==> src/hdl/chtbl_pkg.sv <==
package chtbl_pkg;

   localparam int TABLE_DEPTH = 256;
   localparam int REF_WIDTH   = 16;

   localparam int CAPACITY = (TABLE_DEPTH < 256) ? TABLE_DEPTH : 256;
   localparam int IDX_W    = (CAPACITY > 1) ? $clog2(CAPACITY) : 1;

   localparam int GRP_W = 16;
   localparam int GRP_N = (CAPACITY + GRP_W - 1) / GRP_W;
   localparam int POS_W = $clog2(GRP_W);

   localparam int MODE_W     = 2;
   localparam int SLOT_W     = 8;
   localparam int CHECK_W    = 32;
   localparam int STATUS_W   = 2;
   localparam int REFS_OUT_W = 16;

   localparam int REQ_TDATA_W = 40;
   localparam int RSP_TDATA_W = 64;
   localparam int RSP_USED_W  = SLOT_W + CHECK_W + REFS_OUT_W + 1;

   typedef enum logic [MODE_W-1:0] {
      OP_CREATE  = 2'd0,
      OP_DESTROY = 2'd1,
      OP_GET     = 2'd2,
      OP_PUT     = 2'd3
   } op_type;

   typedef enum logic [STATUS_W-1:0] {
      STS_OK         = 2'd0,
      STS_BAD_HANDLE = 2'd1,
      STS_TABLE_FULL = 2'd2,
      STS_REFS_SAT   = 2'd3
   } status_type;

   typedef enum logic [1:0] {
      SLOT_EMPTY   = 2'd0,
      SLOT_PENDING = 2'd1,
      SLOT_ACTIVE  = 2'd2
   } slot_st_type;

   typedef enum logic {
      CTL_IDLE,
      CTL_EXEC
   } ctl_state_type;

   typedef struct packed {
      slot_st_type          state;
      logic [REF_WIDTH-1:0] refs;
      logic [CHECK_W-1:0]   check;
   } entry_type;

   typedef struct packed {
      logic             en;
      logic [IDX_W-1:0] addr;
   } rd_req_type;

   typedef struct packed {
      logic             we;
      logic             occ_clr;
      logic [IDX_W-1:0] addr;
      entry_type        data;
   } wr_req_type;

   typedef struct packed {
      logic             any;
      logic [IDX_W-1:0] idx;
   } free_type;

endpackage

==> src/hdl/chtbl_ctrl.sv <==
module chtbl_ctrl
   import chtbl_pkg::*;
(
   input  logic                   clock,
   input  logic                   reset,
   input  logic                   req_tvalid,
   output logic                   req_tready,
   input  logic [MODE_W-1:0]      req_tuser,
   input  logic [REQ_TDATA_W-1:0] req_tdata,
   output logic                   rsp_tvalid,
   input  logic                   rsp_tready,
   output logic [STATUS_W-1:0]    rsp_tuser,
   output logic [RSP_TDATA_W-1:0] rsp_tdata,
   output rd_req_type             rd_req,
   output wr_req_type             wr_req,
   input  entry_type              rd_entry,
   input  free_type               free
);

   ctl_state_type state_ff, state_in;

   op_type               item_op_ff;
   logic [SLOT_W-1:0]    item_slot_ff;
   logic [CHECK_W-1:0]   item_chk_ff;

   logic                 rsp_valid_ff, rsp_valid_in;
   status_type           rsp_status_ff, rsp_status_in;
   logic [SLOT_W-1:0]    rsp_idx_ff, rsp_idx_in;
   logic [CHECK_W-1:0]   rsp_chk_ff, rsp_chk_in;
   logic [REF_WIDTH-1:0] rsp_refs_ff, rsp_refs_in;
   logic                 rsp_rel_ff, rsp_rel_in;

   logic                 accept;
   logic                 in_range;
   logic                 chk_eq;
   logic                 active_ok;
   logic                 held_ok;
   logic                 drop_en;
   slot_st_type          drop_state;
   logic [IDX_W-1:0]     item_addr;
   wr_req_type           wr_c;

   assign accept = req_tvalid && req_tready;

   always_comb begin
      state_in = state_ff;
      unique case (state_ff)
         CTL_IDLE: begin
            if (accept) begin
               state_in = CTL_EXEC;
            end
         end
         CTL_EXEC: begin
            state_in = CTL_IDLE;
         end
         default: begin
            state_in = CTL_IDLE;
         end
      endcase
   end

   always_comb begin
      req_tready  = (state_ff == CTL_IDLE) && (!rsp_valid_ff || rsp_tready);
      rd_req.en   = accept;
      rd_req.addr = req_tdata[IDX_W-1:0];
   end

   always_ff @(posedge clock) begin
      if (reset) begin
         state_ff     <= CTL_IDLE;
         rsp_valid_ff <= 1'b0;
      end else begin
         state_ff     <= state_in;
         rsp_valid_ff <= rsp_valid_in;
      end
   end

   always_ff @(posedge clock) begin
      if (accept) begin
         item_op_ff   <= op_type'(req_tuser);
         item_slot_ff <= req_tdata[SLOT_W-1:0];
         item_chk_ff  <= req_tdata[SLOT_W +: CHECK_W];
      end
      if (state_ff == CTL_EXEC) begin
         rsp_status_ff <= rsp_status_in;
         rsp_idx_ff    <= rsp_idx_in;
         rsp_chk_ff    <= rsp_chk_in;
         rsp_refs_ff   <= rsp_refs_in;
         rsp_rel_ff    <= rsp_rel_in;
      end
   end

   always_comb begin
      rsp_valid_in = rsp_valid_ff;
      if (state_ff == CTL_EXEC) begin
         rsp_valid_in = 1'b1;
      end else if (rsp_tready) begin
         rsp_valid_in = 1'b0;
      end
   end

   assign item_addr = item_slot_ff[IDX_W-1:0];
   assign in_range  = {1'b0, item_slot_ff} < (SLOT_W + 1)'(CAPACITY);
   assign chk_eq    = rd_entry.check == item_chk_ff;
   assign active_ok = in_range && (rd_entry.state == SLOT_ACTIVE) && chk_eq;
   assign held_ok   = in_range && chk_eq &&
                      ((rd_entry.state == SLOT_ACTIVE) || (rd_entry.state == SLOT_PENDING));

   always_comb begin
      rsp_status_in = STS_BAD_HANDLE;
      rsp_idx_in    = item_slot_ff;
      rsp_chk_in    = '0;
      rsp_refs_in   = '0;
      rsp_rel_in    = 1'b0;
      wr_c.we       = 1'b0;
      wr_c.occ_clr  = 1'b0;
      wr_c.addr     = item_addr;
      wr_c.data     = rd_entry;
      drop_en       = 1'b0;
      drop_state    = rd_entry.state;

      unique case (item_op_ff)
         OP_CREATE: begin
            rsp_idx_in = '0;
            if (item_chk_ff == '0) begin
               rsp_status_in = STS_BAD_HANDLE;
            end else if (!free.any) begin
               rsp_status_in = STS_TABLE_FULL;
            end else begin
               rsp_status_in    = STS_OK;
               rsp_idx_in       = SLOT_W'(free.idx);
               rsp_chk_in       = item_chk_ff;
               rsp_refs_in      = REF_WIDTH'(1);
               wr_c.we          = 1'b1;
               wr_c.addr        = free.idx;
               wr_c.data.state  = SLOT_ACTIVE;
               wr_c.data.refs   = REF_WIDTH'(1);
               wr_c.data.check  = item_chk_ff;
            end
         end
         OP_DESTROY: begin
            drop_en    = active_ok;
            drop_state = SLOT_PENDING;
         end
         OP_GET: begin
            if (active_ok) begin
               rsp_chk_in = rd_entry.check;
               if (&rd_entry.refs) begin
                  rsp_status_in = STS_REFS_SAT;
                  rsp_refs_in   = rd_entry.refs;
               end else begin
                  rsp_status_in  = STS_OK;
                  rsp_refs_in    = rd_entry.refs + REF_WIDTH'(1);
                  wr_c.we        = 1'b1;
                  wr_c.data.refs = rd_entry.refs + REF_WIDTH'(1);
               end
            end
         end
         OP_PUT: begin
            drop_en = held_ok;
         end
         default: begin
            rsp_status_in = STS_BAD_HANDLE;
         end
      endcase

      // drop one reference; free the entry when the last one goes
      if (drop_en) begin
         wr_c.we         = 1'b1;
         wr_c.data.state = drop_state;
         if (rd_entry.refs == '0) begin
            rsp_status_in = STS_BAD_HANDLE;
         end else if (rd_entry.refs == REF_WIDTH'(1)) begin
            rsp_status_in = STS_OK;
            rsp_chk_in    = rd_entry.check;
            rsp_rel_in    = 1'b1;
            wr_c.occ_clr  = 1'b1;
         end else begin
            rsp_status_in  = STS_OK;
            rsp_chk_in     = rd_entry.check;
            rsp_refs_in    = rd_entry.refs - REF_WIDTH'(1);
            wr_c.data.refs = rd_entry.refs - REF_WIDTH'(1);
         end
      end

      wr_req = wr_c;
      if (state_ff != CTL_EXEC) begin
         wr_req.we = 1'b0;
      end
   end

   assign rsp_tvalid = rsp_valid_ff;
   assign rsp_tuser  = rsp_status_ff;
   assign rsp_tdata  = {(RSP_TDATA_W - RSP_USED_W)'(0), rsp_rel_ff,
                        REFS_OUT_W'(rsp_refs_ff), rsp_chk_ff, rsp_idx_ff};

endmodule

==> config.mk <==
export PLATFORM = sky130hd
export DESIGN_NAME = chtbl_ctrl
export DESIGN_NICKNAME = d
export VERILOG_FILES = /design/src/hdl/chtbl_pkg.sv /design/src/hdl/chtbl_ctrl.sv
export SDC_FILE = /design/constraint.sdc
export NUM_CORES = 1
export LEC_CHECK = 0
export BUFFER_PORTS_ARGS = -buffer_cell sky130_fd_sc_hd__buf_4
export CAP_MARGIN = 20
export CORE_MARGIN = 4
export CORE_UTILIZATION = 36
export CTS_CLUSTER_DIAMETER = 50
export DETAILED_ROUTE_END_ITERATION = 12
export PLACE_DENSITY = 0.65
export SYNTH_ARGS = -nofsm -noshare
export SYNTH_HDL_FRONTEND = slang
export SYNTH_SLANG_ARGS = --single-unit
==> constraint.sdc <==
create_clock -name clock -period 2.8 [get_ports clock]
set_input_delay 0.14 -clock clock [delete_from_list [all_inputs] [get_ports clock]]
set_output_delay 0.14 -clock clock [all_outputs]
set_load 0.05 [all_outputs]
==> impl_metrics.toml, run 1 <==
[sta]
finalCritPeriodShare_pct = 102.1
fin_skew_ps = 9.709
finalHoldViolCount = 0
fin_tns_setup_ps = -72.97
setup_slack_ps = -57.52
setup_violations = 4
fin_crit_ps = 2858
relSlewSlack_pct = 44.08
fmax_ghz = 0.3500
slew_viol_final = 0
grt_setup_unrepaired = "yes"
worstMarginPinSlew_ps = 838.7

[cts]
clk_latency_ps = 350
clock_tree.root_cell = "clkbuf_16"
cts_sinks = 103
cts_tree = "done"
htreeDepth = 3
cts_buffer_depth = 2
clkTransAtPathRegs_ps = 80
cts_buffers = 9

[synth]
ys_top_cells_by_count = "101 x edfxtp_1, 41 x a22o_1, 40 x mux2_2"
syn-cell-area_um2 = 6070
ys_ff_latch = 103
synth_area_leaders = "edfxtp_1 50%, mux2_2 7.4%, a22o_1 5.9%"
synth_top_area_share_pct = 49.97
synth-warning-count = 0
ys_seq_area_share_pct = 50.63
synth_ff_type = "edfxtp_1"
synth_cells = 511
synthArstFlopShare_pct = 0
ys_types = 70
synth_edf_count = 101
yosysMostFrequentCell = "edfxtp_1"
syn_area_per_cell_um2 = 11.88
synth_top_cell_by_area = "edfxtp_1"

[route]
highest_layer = "met4"
drcViolationCount = 0
wl_mm = 22.52
wire_per_inst_um = 21.40
drt-met1-wl_mm = 8.479
ant_nets = 0
via_per_inst = 5.474
dr_wl_met3_mm = 1.951
drt_iter0_drc = 411
vias = 5759
wl_met2_mm = 11.56
first_pass_iters = 5

[finish]
fillers = 1360
drive_gt1_share_pct = 51.20
nets = 936
antenna_cells = 0
syn2layout_area_growth_pct = 58.17
final_util_pct = 58.10

[critical_path]
worstPathArrival_ps = 2720
timing.critical_path.buf_inv = 4
worst-setup-path-type = "reg2out"
crit_chain = "xor2_2 > nor4_2 > buf_4 > and4_4 > buf_6 > nand3_4 > buf_6 > nor3_4 > or4b_4 > buf_8"
slowest_stage = "or4b_4"
crit_path_end_kind = "output pin"
cp_common_cell = "buf_6"
crit_path_start_kind = "flop"
cpPeakStageDelay_ps = 560
worstPathRequired_ps = 2660
critPathMaxFanout = 7
cp_top_family = "simple AND/OR/NAND/NOR gates"

[grt]
grt-ovfl-total = 0
grt_util_all_layers_pct = 22.88
grt_pass1_vias = 5811
grt_max_degree = 61
grt_antenna_before_repair = 0
grt_pass1_wl_mm = 32.92

[floorplan]
rows = 47
core_area_um2 = 16520
fp.dieArea_um2 = 19000
fp.dieH_um = 137.8
ios = 242
fp.dieW_um = 137.8
initial_core_util_pct = 36.73

[job]
max_cap_violations = 0

[pwr]
max-vdd-ir-drop_uv = 325.3
p_leak_nw = 4.013
total_power_mw = 4.327
power.density_nw_per_um2 = 450.7

[place]
hpwl_mm = 16.38
io_buffers = 234
place_ws_ps = -89.82
place_congestion = 0.9256

[worst_hold_path]
hold_class = "in2reg"

[run_status]
violations = "negative setup slack"
outcome = "finished, violations left"
## logic make-up after synthesis
logic type | share of synthesized area [%]
xor gates and xnor gates | 5.051
other | 0.06178
buffers and inverters | 5.854
DFF | 50.63
and+or+nand+nor | 14.10
adders and majority gates | 0.8246
muxes | 8.081
AOI/OAI and AO/OA | 15.40
## cell usage in the layout (no fill, tap or decap), types with 3 or more instances in the layout
master	n
a21o_1	6
a21oi_1	11
a22o_1	41
a22oi_1	3
and2_1	6
and3_1	6
buf_12	3
buf_4	277
buf_6	27
clkbuf_16	9
conb_1	7
dlygate4sd3_1	43
edfxtp_1	101
ha_1	4
inv_1	9
mux2_2	40
mux2i_1	4
nand2_1	16
nand3_1	11
nand4_1	10
nor2_1	20
nor2b_1	5
nor3_1	11
nor3_4	4
nor4_1	10
nor4_2	11
nor4_4	5
o2111ai_1	4
o21ai_0	7
o22ai_1	4
o31a_1	3
xnor2_1	3
xor2_1	29
xor2_2	3
## sequential cells by signal, indices dropped and copies added (netlist names)
name	flops
rsp_rel_ff	1
state_ff	1
item_addr	8
item_chk_ff	32
rsp_idx_ff	8
rsp_chk_ff	32
rsp_tuser	2
rsp_refs_ff	16
item_op_ff	2
rsp_tvalid	1
## per-layer routing
layer	up-vias	global-route usage (%)
li1	2614	-
met1	2777	27.78
met2	324	40.40
met3	44	5.515
met4	0	6.422
met5	-	0
## timing repair
| action | in CTS | in global routing |
|---|---|---|
| pin swaps | 20 | 18 |
| cloned | 2 | 0 |
| buffers inserted | 23 | 13 |
| endpoints found under the setup margin | 59 | 58 |
| gates resized for setup | 56 | 39 |
| hold buffers | 43 | 0 |
| hold endpoints to repair | 44 | 0 |
## power by group
| group | total (mW) | internal, mW | switching (mW) |
|---|---|---|---|
| clock network | 1.32 | 0.712 | 0.612 |
| logic | 1.18 | 0.446 | 0.730 |
| registers | 1.83 | 1.78 | 0.0489 |
## through the flow
stage                     cell area (µm²)  std cells  hold WS [ps]
final                                9600       1052         81.61
after global routing                 9600       1052         69.26
after CTS                            9348       1041         64.98
after detailed placement             8130        957         308.4
after global placement               8130        957         298.7
after floorplan                      6095        517         204.2
## worst paths after layout
| kind | start | endpoint | cells past startpoint | slack [ps] |
|---|---|---|---|---|
| worst min register to register | state_ff | rsp_tvalid | 2 | 510 |
| worst min-delay path | free[2] | rsp_idx_ff[2] | 2 | 80 |
| worst max-delay path | item_chk_ff[16] | wr_req[35] | 10 | -60 |
| worst max register to register | item_chk_ff[12] | rsp_chk_ff[6] | 10 | 220 |
## area by class of cell
| cell class | count | area, µm² | area share (%) |
|---|---|---|---|
| sequential | 103 | 3074 | 32.02 |
| multi-input combinational | 352 | 3007 | 31.32 |
| timing repair buffer | 352 | 2904 | 30.25 |
| tap | 220 | 275.3 | 2.867 |
| clock buffer | 10 | 229.0 | 2.385 |
| clock inverter | 6 | 77.57 | 0.8080 |
| inverter | 9 | 33.78 | 0.3519 |
No activity file was read; power rests on OpenSTA's default activity.
==> run 2: changes to the inputs <==
- RECOVER_POWER: default -> 100
==> run 2 against run 1 <==
- the run ends with max-capacitance violations, max-slew violations, negative setup slack left
- sequential power hardly changed
- die area unchanged
- routed wire length shrank 0.36%
==> impl_metrics.toml, run 2 (synthesis results as in run 1) <==
[run_status]
violations = "max-capacitance violations, max-slew violations, negative setup slack"
outcome = "finished, violations left"

[grt]
use_met2_pct = 40.40
use_met3_pct = 5.515
grt_pass1_vias = 5811
grt_pass1_wl_mm = 32.92
grt_util_all_layers_pct = 22.88
grt_antenna_before_repair = 0
grtUsageMet1_pct = 27.78
grt_max_degree = 61
grt-ovfl-total = 0
busiest_layer = "met2"

[floorplan]
fp.dieArea_um2 = 19000
ios = 242
fp.dieW_um = 137.8
core_area_um2 = 16520
fp.dieH_um = 137.8
rows = 47
initial_core_util_pct = 36.73

[critical_path]
critPathMaxFanout = 7
worst-setup-path-type = "reg2out"
worstPathArrival_ps = 2740
crit_path_start_kind = "flop"
worstPathRequired_ps = 2660
rrSetupSlack_ps = 240
reg2regPathDepth = 10
crit_path_end_kind = "output pin"

[place]
hpwl_mm = 16.38
place_congestion = 0.9256
place_inst = 957
io_buffers = 234
placed_area_um2 = 8130
place_ws_ps = -89.82

[cts]
htreeDepth = 3
clk_latency_ps = 350
cts_buffers = 9
cts_sinks = 103
cts_buffer_depth = 2
clkTransAtPathRegs_ps = 80
clock_tree.root_cell = "clkbuf_16"
cts_tree = "done"

[pwr]
power_frac_seq_pct = 42.6
p_sw_mw = 1.390
pwr-share-comb_pct = 26.5
p_leak_nw = 3.717
internal_power_mw = 2.899
p_clk_share_pct = 30.9
swShare_pct = 32.40
power.density_nw_per_um2 = 460.8
max-vdd-ir-drop_uv = 323.3

[sta]
fin_crit_ps = 2876
relSlewSlack_pct = -8.864
worstMarginPinSlew_ps = 1633
fin_skew_ps = 8.545
fmax_ghz = 0.3478
finalCritPeriodShare_pct = 102.7
finalHoldViolCount = 0
fin_tns_setup_ps = -100.0
grt_setup_unrepaired = "yes"
setup_violations = 4
slew_viol_final = 61
setup_slack_ps = -75.62

[finish]
nets = 936
layout_commonest_cell = "buf_4"
antenna_cells = 0
fin_cells = 1052
final_util_pct = 56.33
mostFrequentLayoutCells = "162 x buf_4, 101 x edfxtp_1, 77 x clkbuf_1"
drive_gt1_share_pct = 41.83
syn2layout_area_growth_pct = 53.35
reg.largest.list = "item_chk_ff: 32 flops, rsp_chk_ff: 32 flops, rsp_refs_ff: 16 flops"
stdcell_area_um2 = 9308

[route]
wl_mm = 22.44
drt_iter0_drc = 415
via_per_inst = 5.449
ant_nets = 0
drcViolationCount = 0
wire_per_inst_um = 21.33
first_pass_iters = 5
vias = 5732

[job]
max_cap_violations = 1

[worst_hold_path]
hold_depth = 2
hold_class = "in2reg"
run 2: power by group through the flow:
stage	sequential [mW]	clock [mW]	combinational, mW
2_1_floorplan	1.96	0	0.544
3_3_place_gp	1.86	0	1.03
3_5_place_dp	1.86	0	1.04
4_1_cts	1.83	1.35	1.15
5_1_grt	1.84	1.42	1.19
6_report	1.83	1.33	1.14
run 2: path summary, 6_finish.rpt:
path | start | endpoint
max | item_chk_ff[16] | wr_req[35]
min reg2reg | state_ff | rsp_tvalid
min | free[2] | rsp_idx_ff[2]
max reg2reg | item_chk_ff[12] | rsp_chk_ff[6]
run 2: layout make-up:
| cell class | count | area (µm²) |
|---|---|---|
| fill | 1426 | 7217 |
| sequential | 103 | 3073 |
| multi-input combinational | 352 | 3003 |
| timing repair buffer | 352 | 2616 |
| tap | 220 | 275.3 |
| clock buffer | 10 | 229.0 |
| clock inverter | 6 | 77.57 |
| inverter | 9 | 33.78 |
run 2: per-layer routing:
layer | wire length, µm | part of all wire, %
met1 | 8528 | 38
met2 | 11580 | 52
met3 | 1900 | 8.5
met4 | 424 | 1.9
met5 | 0 | 0
run 2: timing repair:
item,4_1_cts,5_1_grt
resized for setup,56,39
pin swaps,20,18
endpoints found under the hold margin,44,0
endpoints found under the setup margin,59,58
hold buffers,43,0
setup buffers,23,13
cloned,2,0
run 2: stage by stage:
stage          hold slack, ps  power, mW
6_report                80.77      4.289
5_1_grt                 69.26      4.450
4_1_cts                 64.98      4.318
3_5_place_dp            308.4      2.900
3_3_place_gp            298.7      2.892
2_1_floorplan           204.2      2.506
run 2: worst max-delay path, cell delays in order, from the launching register on:
cell and delay (ps):
edfxtp_1 500, xor2_2 260, nor4_2 60, buf_4 140
and4_4 200, buf_6 140, nand3_4 130, buf_6 170
nor3_4 50, or4b_4 560, buf_8 170
